$ cat config.mk
export PLATFORM = sky130hd
export DESIGN_NAME = double_ended_queue_top
export DESIGN_NICKNAME = d
export VERILOG_FILES = /design/src/hdl/deq_pkg.sv /design/src/hdl/double_ended_queue_top.sv
export SDC_FILE = /design/constraint.sdc
export NUM_CORES = 2
export LEC_CHECK = 0
export BUFFER_PORTS_ARGS = -buffer_cell sky130_fd_sc_hd__buf_2
export CAP_MARGIN = 0
export CORE_MARGIN = 5
export CORE_UTILIZATION = 50
export DETAILED_ROUTE_END_ITERATION = 10
export PLACE_DENSITY = 0.65
export SLEW_MARGIN = 20
export SYNTH_ARGS = -nofsm -noshare
export SYNTH_HDL_FRONTEND = slang
export SYNTH_SLANG_ARGS = --single-unit
$ cat constraint.sdc
create_clock -name clk_i -period 5.2 [get_ports clk_i]
set_input_delay 0.78 -clock clk_i [delete_from_list [all_inputs] [get_ports clk_i]]
set_output_delay 0.78 -clock clk_i [all_outputs]
set_load 0.02 [all_outputs]
$ cat src/hdl/deq_pkg.sv
package deq_pkg;

  localparam int unsigned Depth = 64;
  localparam int unsigned IdxW  = $clog2(Depth);
  localparam int unsigned CntW  = $clog2(Depth + 1);
  localparam int unsigned DataW = 32;
  localparam int unsigned FillW = 7;

  typedef enum logic [1:0] {
    OpPushBack  = 2'd0,
    OpPushFront = 2'd1,
    OpPopBack   = 2'd2,
    OpPopFront  = 2'd3
  } op_e;

  typedef logic [IdxW-1:0] idx_t;
  typedef logic [CntW-1:0] cnt_t;

  // base + off modulo Depth, with base < Depth and off <= Depth
  function automatic idx_t ring_pos(idx_t base, cnt_t off);
    logic [CntW:0] sum;
    sum = {{(CntW + 1 - IdxW){1'b0}}, base} + {1'b0, off};
    if (sum >= (CntW + 1)'(Depth)) begin
      sum = sum - (CntW + 1)'(Depth);
    end
    return sum[IdxW-1:0];
  endfunction

  function automatic idx_t ring_dec(idx_t base);
    if (base == '0) begin
      return IdxW'(Depth - 1);
    end
    return base - 1'b1;
  endfunction

  function automatic idx_t ring_inc(idx_t base);
    if (base == IdxW'(Depth - 1)) begin
      return '0;
    end
    return base + 1'b1;
  endfunction

endpackage

$ cat src/hdl/double_ended_queue_top.sv
// Channel   Handshake            Payload
// command   start_i / busy_o     operation_i, data_in_i
// result    done_o (strobe)      data_out_o, pop_was_empty_o, push_dropped_o,
//                                now_empty_o, fill_count_o
//
// One beat per cycle: busy_o stays low and each result appears in the cycle after
// its command, as the read of the entry memory is registered.
// A push writes the memory at its accept edge; a pop reads it at its accept edge,
// so a later pop always sees an earlier push.
// Reset clears the front index and count at once; the memory is not cleared.
// The receiver cannot stall; done_o is high for exactly one cycle per result.
module double_ended_queue_top
  import deq_pkg::*;
(
  input  logic                    clk_i,
  input  logic                    rst_ni,
  input  logic                    start_i,
  output logic                    busy_o,
  input  logic [1:0]              operation_i,
  input  logic signed [DataW-1:0] data_in_i,
  output logic                    done_o,
  output logic signed [DataW-1:0] data_out_o,
  output logic                    pop_was_empty_o,
  output logic                    push_dropped_o,
  output logic                    now_empty_o,
  output logic [FillW-1:0]        fill_count_o
);

  logic [DataW-1:0] mem_q [Depth];
  logic [DataW-1:0] rd_q;

  idx_t front_q, front_d;
  cnt_t count_q, count_d;
  logic done_q;
  logic pop_ok_q, pop_ok_d;
  logic empty_pop_q, empty_pop_d;
  logic dropped_q, dropped_d;

  logic accept;
  logic we, re;
  idx_t waddr, raddr;
  op_e  op;

  assign busy_o = 1'b0;
  assign accept = start_i && !busy_o;
  assign op     = op_e'(operation_i);

  always_comb begin
    front_d     = front_q;
    count_d     = count_q;
    we          = 1'b0;
    re          = 1'b0;
    waddr       = front_q;
    raddr       = front_q;
    pop_ok_d    = 1'b0;
    empty_pop_d = 1'b0;
    dropped_d   = 1'b0;
    if (accept) begin
      unique case (op)
        OpPushBack: begin
          if (count_q >= CntW'(Depth)) begin
            dropped_d = 1'b1;
          end else begin
            we      = 1'b1;
            waddr   = ring_pos(front_q, count_q);
            count_d = count_q + 1'b1;
          end
        end
        OpPushFront: begin
          if (count_q >= CntW'(Depth)) begin
            dropped_d = 1'b1;
          end else begin
            we      = 1'b1;
            front_d = ring_dec(front_q);
            waddr   = front_d;
            count_d = count_q + 1'b1;
          end
        end
        OpPopBack: begin
          if (count_q == '0) begin
            empty_pop_d = 1'b1;
          end else begin
            re       = 1'b1;
            pop_ok_d = 1'b1;
            count_d  = count_q - 1'b1;
            raddr    = ring_pos(front_q, count_d);
          end
        end
        OpPopFront: begin
          if (count_q == '0) begin
            empty_pop_d = 1'b1;
          end else begin
            re       = 1'b1;
            pop_ok_d = 1'b1;
            raddr    = front_q;
            front_d  = ring_inc(front_q);
            count_d  = count_q - 1'b1;
          end
        end
        default: begin
          empty_pop_d = 1'b0;
        end
      endcase
    end
  end

  always_ff @(posedge clk_i) begin
    if (we) begin
      mem_q[waddr] <= data_in_i;
    end
    if (re) begin
      rd_q <= mem_q[raddr];
    end
  end

  always_ff @(posedge clk_i or negedge rst_ni) begin
    if (!rst_ni) begin
      front_q     <= '0;
      count_q     <= '0;
      done_q      <= 1'b0;
      pop_ok_q    <= 1'b0;
      empty_pop_q <= 1'b0;
      dropped_q   <= 1'b0;
    end else begin
      front_q     <= front_d;
      count_q     <= count_d;
      done_q      <= accept;
      pop_ok_q    <= pop_ok_d;
      empty_pop_q <= empty_pop_d;
      dropped_q   <= dropped_d;
    end
  end

  always_comb begin
    if (pop_ok_q) begin
      data_out_o = rd_q;
    end else if (empty_pop_q) begin
      data_out_o = '1;
    end else begin
      data_out_o = '0;
    end
  end

  assign done_o          = done_q;
  assign pop_was_empty_o = empty_pop_q;
  assign push_dropped_o  = dropped_q;
  assign now_empty_o     = (count_q == '0);
  assign fill_count_o    = FillW'(count_q);

  a_count_bound : assert property (@(posedge clk_i) disable iff (!rst_ni)
    count_q <= CntW'(Depth))
    else $error("entry count above depth");

  a_front_bound : assert property (@(posedge clk_i) disable iff (!rst_ni)
    front_q <= IdxW'(Depth - 1))
    else $error("front index out of range");

  a_done_follows : assert property (@(posedge clk_i) disable iff (!rst_ni)
    accept |=> done_o)
    else $error("missing result strobe");

  a_drop_full : assert property (@(posedge clk_i) disable iff (!rst_ni)
    done_o && push_dropped_o |-> count_q == CntW'(Depth))
    else $error("push dropped while not full");

  a_empty_pop : assert property (@(posedge clk_i) disable iff (!rst_ni)
    done_o && pop_was_empty_o |-> now_empty_o && !push_dropped_o)
    else $error("empty pop with entries present");

endmodule
# Word-level counts from Yosys, hierarchy flattened
# Memory sizes are Yosys's and may differ from the RTL's. A register that Yosys moved wholly into a read port is not among the register bits.
# Cells that the tools add are included.
[word_totals]
regBits = 17
input_bits = 37
mem_bits_rw = 2048
memories = 1
output_inout_bits = 44
[classes]
n_addsub = 8
magnitude_cmp = 3
n_mux = 42
eq_ne = 7
n_reduce_logical = 8
[mem_list]
columns = ["memory", "words", "word_bits", "rd", "rd_ports_with_merged_regs", "write_ports", "line", "source"]
rows = [
  ["mem_q", 64, 32, 1, 1, 1, "double_ended_queue_top.sv:29", "logic [DataW-1:0] mem_q [Depth];"],
]
[ops]
columns = ["op", "n"]
rows = [
  ["$mux 6", 13],
  ["$mux 32", 2],
  ["$pmux 6 s2", 2],
  ["$mux 1", 22],
  ["$sub 6x1->6 const B", 3],
  ["$add 6x7->8", 2],
  ["$ge 8x7->1 const B", 2],
  ["$mux 7", 2],
  ["$pmux 7 s2", 1],
  ["$add 7x1->7 const B", 1],
  ["$ge 7x7->1 const B", 1],
  ["$logic_not 7->1", 1],
  ["$sub 7x1->7 const B", 1],
  ["$add 6x1->6 const B", 1],
  ["$eq 6x6->1 const B", 1],
  ["$logic_not 6->1", 1],
  ["$ne 2x2->1 const B", 3],
  ["$reduce_and 3->1", 2],
  ["$eq 2x2->1 const B", 2],
  ["$reduce_or 2->1", 2],
  ["$eq 2x1->1 const B", 1],
  ["$logic_not 2->1", 1],
  ["$reduce_bool 2->1", 1],
]

# Logic depth before layout (Yosys ltp)
[depth]
depth_word = 9
depth_mapped = 15
mapped_depth_nobuf = 12

# Worst setup path after synthesis
# Ideal clock, no wire load.
[synth_timing]
path_type = "reg-to-reg"
startpoint = "register front_q[1]"
endpoint = "memory mem_q[10][0], enable pin"
arrival_time_ns = 4.662
path_slack_ns = 0.077
stages_incl_launch_ff = 11
required_ns = 4.739
path_cell_list = "dfrtp_1 -> clkbuf_1 -> inv_1 -> fa_1 -> nor2b_1 -> o21a_1 -> o21ai_0 -> a32o_1 -> a21oi_1 -> nand3_1 -> nor3_1"
[synth_between]
elab_chain_cells = 9
[synth_lines]
columns = ["element", "line", "source"]
rows = [
  ["start, declared", "double_ended_queue_top.sv:32", "idx_t front_q, front_d;"],
  ["start signal, assigned", "double_ended_queue_top.sv:125", "front_q <= front_d;"],
  ["branches (longest 8 deep; another with $add 6x7->8)", "--", ""],
  ["$mux 6 *", "double_ended_queue_top.sv:58", "if (accept) begin"],
  ["end, declared", "double_ended_queue_top.sv:29", ""],
]
# Mark *: on every way between the ends. The select of a mux whose other input is x is not followed.

# Worst setup path in the final report
[layout_timing]
startpoint = "register count_q[0], in the netlist fill_count_o[0]"
endpoint = "register rd_q[18] (read register of mem_q) (data pin)"
[layout_between]
elab_chain_cells = 7
[layout_lines]
columns = ["element", "line", "source"]
rows = [
  ["start, declared", "double_ended_queue_top.sv:33", "cnt_t count_q, count_d;"],
  ["start signal, assigned", "double_ended_queue_top.sv:126", "count_q <= count_d;"],
  ["$sub 7x1->7", "double_ended_queue_top.sv:85", "count_d = count_q - 1'b1;"],
  ["$add 6x7->8", "deq_pkg.sv:22", "sum = {{(CntW + 1 - IdxW){1'b0}}, base} + {1'b0, off};"],
  ["$ge 8x7->1 / $sub 6x1->6 (equally long branches)", "deq_pkg.sv:23, deq_pkg.sv:24", ""],
  ["$mux 6", "deq_pkg.sv:23", "if (sum >= (CntW + 1)'(Depth)) begin"],
  ["$mux 6", "double_ended_queue_top.sv:80", "if (count_q == '0) begin"],
  ["$mux 6", "--", ""],
  ["$mux 6", "double_ended_queue_top.sv:58", ""],
  ["end, declared", "double_ended_queue_top.sv:30", "logic [DataW-1:0] rd_q;"],
]
# Parallel ways exist; a longest one is shown, timed or not.
# A chain may end at the register's enable or synchronous reset.

==> flow_summary.json <==
{
  "initial_core_util_pct": 50.2,
  "wirelength_microns": 241000,
  "period_needed_ns": 4.79,
  "dieWidth_microns": 419,
  "clockBufferDepth": 3,
  "relSlewSlack_pct": 19.7,
  "async_reset_ff_share_pct": 0.811,
  "yosysSeqAreaShare_pct": 75.2,
  "mostFrequentLayoutCells": "2080 x edfxtp_1, 867 x nand2_1, 402 x a21oi_1, 316 x a311oi_1, 253 x a21boi_0",
  "route.detailed.drc": 0,
  "final_util_pct": 57.2,
  "ys_ff_latch": 2097,
  "cp-end-kind": "register",
  "drive_gt1_share_pct": 12.9,
  "synthAdderAreaFrac_pct": 0.287,
  "wire_per_inst_microns": 29.7,
  "grt_util_met3_pct": 4.63,
  "grt_use_met1_pct": 37.8,
  "final_common_cell": "edfxtp_1",
  "synth_cell_types": 68,
  "antenna_found_initial": 15,
  "synth_compound_area_share_pct": 12.4,
  "syn-mean-instance-area_sq_um": 15.0,
  "crit_required_ns": 5.75,
  "nets": 5786,
  "dr_total_vias": 52424,
  "cts_tree": "done",
  "syn-instance-count": 5589,
  "rsz0062_at_grt": "false",
  "synth_nets": 5644,
  "fin_ws_ns": 0.407,
  "cp_data_arrival_time_ns": 5.34,
  "worstMarginPinSlew_ns": 1.19,
  "pre_cts_slack_ns": 0.281,
  "synth.mux.area_fraction_pct": 1.66,
  "finalMaxSlewViolations": 0,
  "holdWs_ns": 0.157,
  "synth_top_family_by_area": "compound AO/OA/AOI/OAI gates",
  "clkTransAtPathRegs_ns": 0.07,
  "ir_drop_v": 0.000556,
  "final-setup-viol-count": 0,
  "grt_pass1_wl_microns": 349000,
  "synth-xor-area-share_pct": 0.178,
  "drt_iter0_drc": 6665,
  "grt_pass1_vias": 50006,
  "avgViaCountPerCell": 6.47,
  "yosys.area_share.simple_pct": 7.92,
  "yosysWarnings": 0,
  "cts_buffers": 208,
  "io_buffers": 79,
  "h-tree-depth": 4,
  "skew_ns": 0.0637,
  "die_y_microns": 419,
  "io_pins": 81,
  "syn_area_sq_mm": 0.0837,
  "clk_latency_ns": 0.86,
  "grt_overflow": 0,
  "synth_edf_count": 2080,
  "met2_usage_pct": 42.8,
  "status": "complete, no violations",
  "grt.total_usage_pct": 27.2,
  "clk_root_buffer_cell": "clkbuf_16",
  "design_power_total_mw": 54.4,
  "design.core.area_sq_mm": 0.167,
  "ant_nets": 0,
  "cts_resized": 0,
  "place_congestion": 0.821,
  "cap_violations": 0,
  "fill_cells": 12641,
  "area_growth_pct": 14.1,
  "power_density_mw_per_mm2": 570,
  "synth_ff_type": "edfxtp_1",
  "dieArea_sq_mm": 0.176,
  "crit_type": "register to register",
  "critPathLaunchType": "register",
  "clock_sinks": 2097,
  "finalSetupTns_ns": 0,
  "leakage_nw": 31.4,
  "firstDrtPassIters": 5,
  "hold_path.class": "primary input to register",
  "globalRoute.busiestLayer": "met2",
  "grt_max_degree": 129,
  "fmax_mhz": 209,
  "fp-row-count": 150,
  "hpwl_microns": 133000,
  "hold_viol": 0,
  "period_share_pct": 92.2,
  "crit_fanout": 42
}
[kinds of logic (layout without fill, tap and decap cells)]
kind of cell | Yosys count | in the layout
compound gates | 1423 | 1423
xor+xnor | 17 | 17
fa+ha+maj | 18 | 18
buf+inv | 468 | 776
flops | 2097 | 2097
mux | 138 | 138
other cells | 1 | 4
simple gates | 1427 | 1427
[stage by stage]
stage	instances	cell area, sq um
floorplan	5589	83700
global placement	7723	88900
detailed placement	7724	88900
CTS	8101	95400
global route	8102	95400
finish	8104	95400
[final timing paths]
kind                                       from          to  slack [ns]  cells past startpoint
worst min-delay path                    start_i      done_o        0.16                      1
min in group asynchronous                rst_ni  front_q[2]        0.43                      2
worst min register to register       front_q[0]  front_q[0]        0.75                      2
worst max register to register  fill_count_o[0]    rd_q[18]        0.41                     15
max in group asynchronous                rst_ni  front_q[1]        4.49                      2
worst max-delay path            fill_count_o[0]    rd_q[18]        0.41                     15
[registers in the layout, indices dropped and copies added (netlist names)]
signal           flops
done_o               1
fill_count_o         7
front_q              6
mem_q             2048
pop_ok_q             1
pop_was_empty_o      1
push_dropped_o       1
rd_q                32
[critical path, cell delays in order, from the launching register on]
cell,delay [ns]
dfrtp_1,0.45
inv_1,0.15
ha_1,0.35
inv_1,0.11
fa_1,0.40
and4b_1,0.22
o21ai_4,0.12
nand2_8,0.27
buf_12,0.30
buf_12,0.20
buf_4,0.23
a21oi_1,0.12
a21boi_0,0.21
a311oi_1,0.09
nor4_1,1.02
o221ai_1,0.21
[synthesized netlist by cell type (all sizes together), types with 4 or more instances]
cell	instances	area share (%)
ha	16	0.24
and2	66	0.49
a21oi	403	2.4
a32oi	32	0.33
clkbuf	304	1.4
o221ai	32	0.33
a21boi	256	2.3
a311oi	317	3.3
nor2b	4	0.030
a211oi	131	1.2
a22oi	5	0.045
dfrtp	17	0.51
nand3	11	0.066
nor4	128	0.96
a22o	4	0.042
mux2i	135	1.6
xnor2	10	0.10
edfxtp	2080	75
and3	131	0.98
xor2	7	0.073
buf	152	0.98
o21ai	25	0.16
a221oi	194	2.0
or3	68	0.51
or4	32	0.29
nand2	873	3.9
nor3	48	0.30
nor2	55	0.25
inv	12	0.054
[cell type report]
cell class	instances	area [sq um]	area share (%)
clock inverters	105	990	1.04
multi-input cells	3024	19400	20.3
repair buffers	388	3850	4.03
flip-flops and latches	2097	62900	65.9
clock buffers	271	5510	5.78
well taps	2204	2760	2.89
diodes	3	7.51	0.00787
inverters	12	45.0	0.0472
[power breakdown]
group | internal, mW | switching [mW] | total [mW] | leakage (nW)
logic | 6.47 | 14.0 | 20.4 | 9.28
clock network | 8.03 | 6.33 | 14.4 | 3.15
registers | 19.2 | 0.387 | 19.6 | 18.9
[layer usage]
metal | routed length (microns) | share of wire [%]
met2 | 113000 | 47
met5 | 55 | 0.023
met3 | 22000 | 9.2
met4 | 11300 | 4.7
met1 | 94400 | 39
[repair_timing]
item                                    CTS  global route
hold buffers                              1             0
hold endpoints to repair                 17             0
endpoints found under the setup margin    0             0
buffers inserted                          0             0
(Power assumes the default switching activity.)
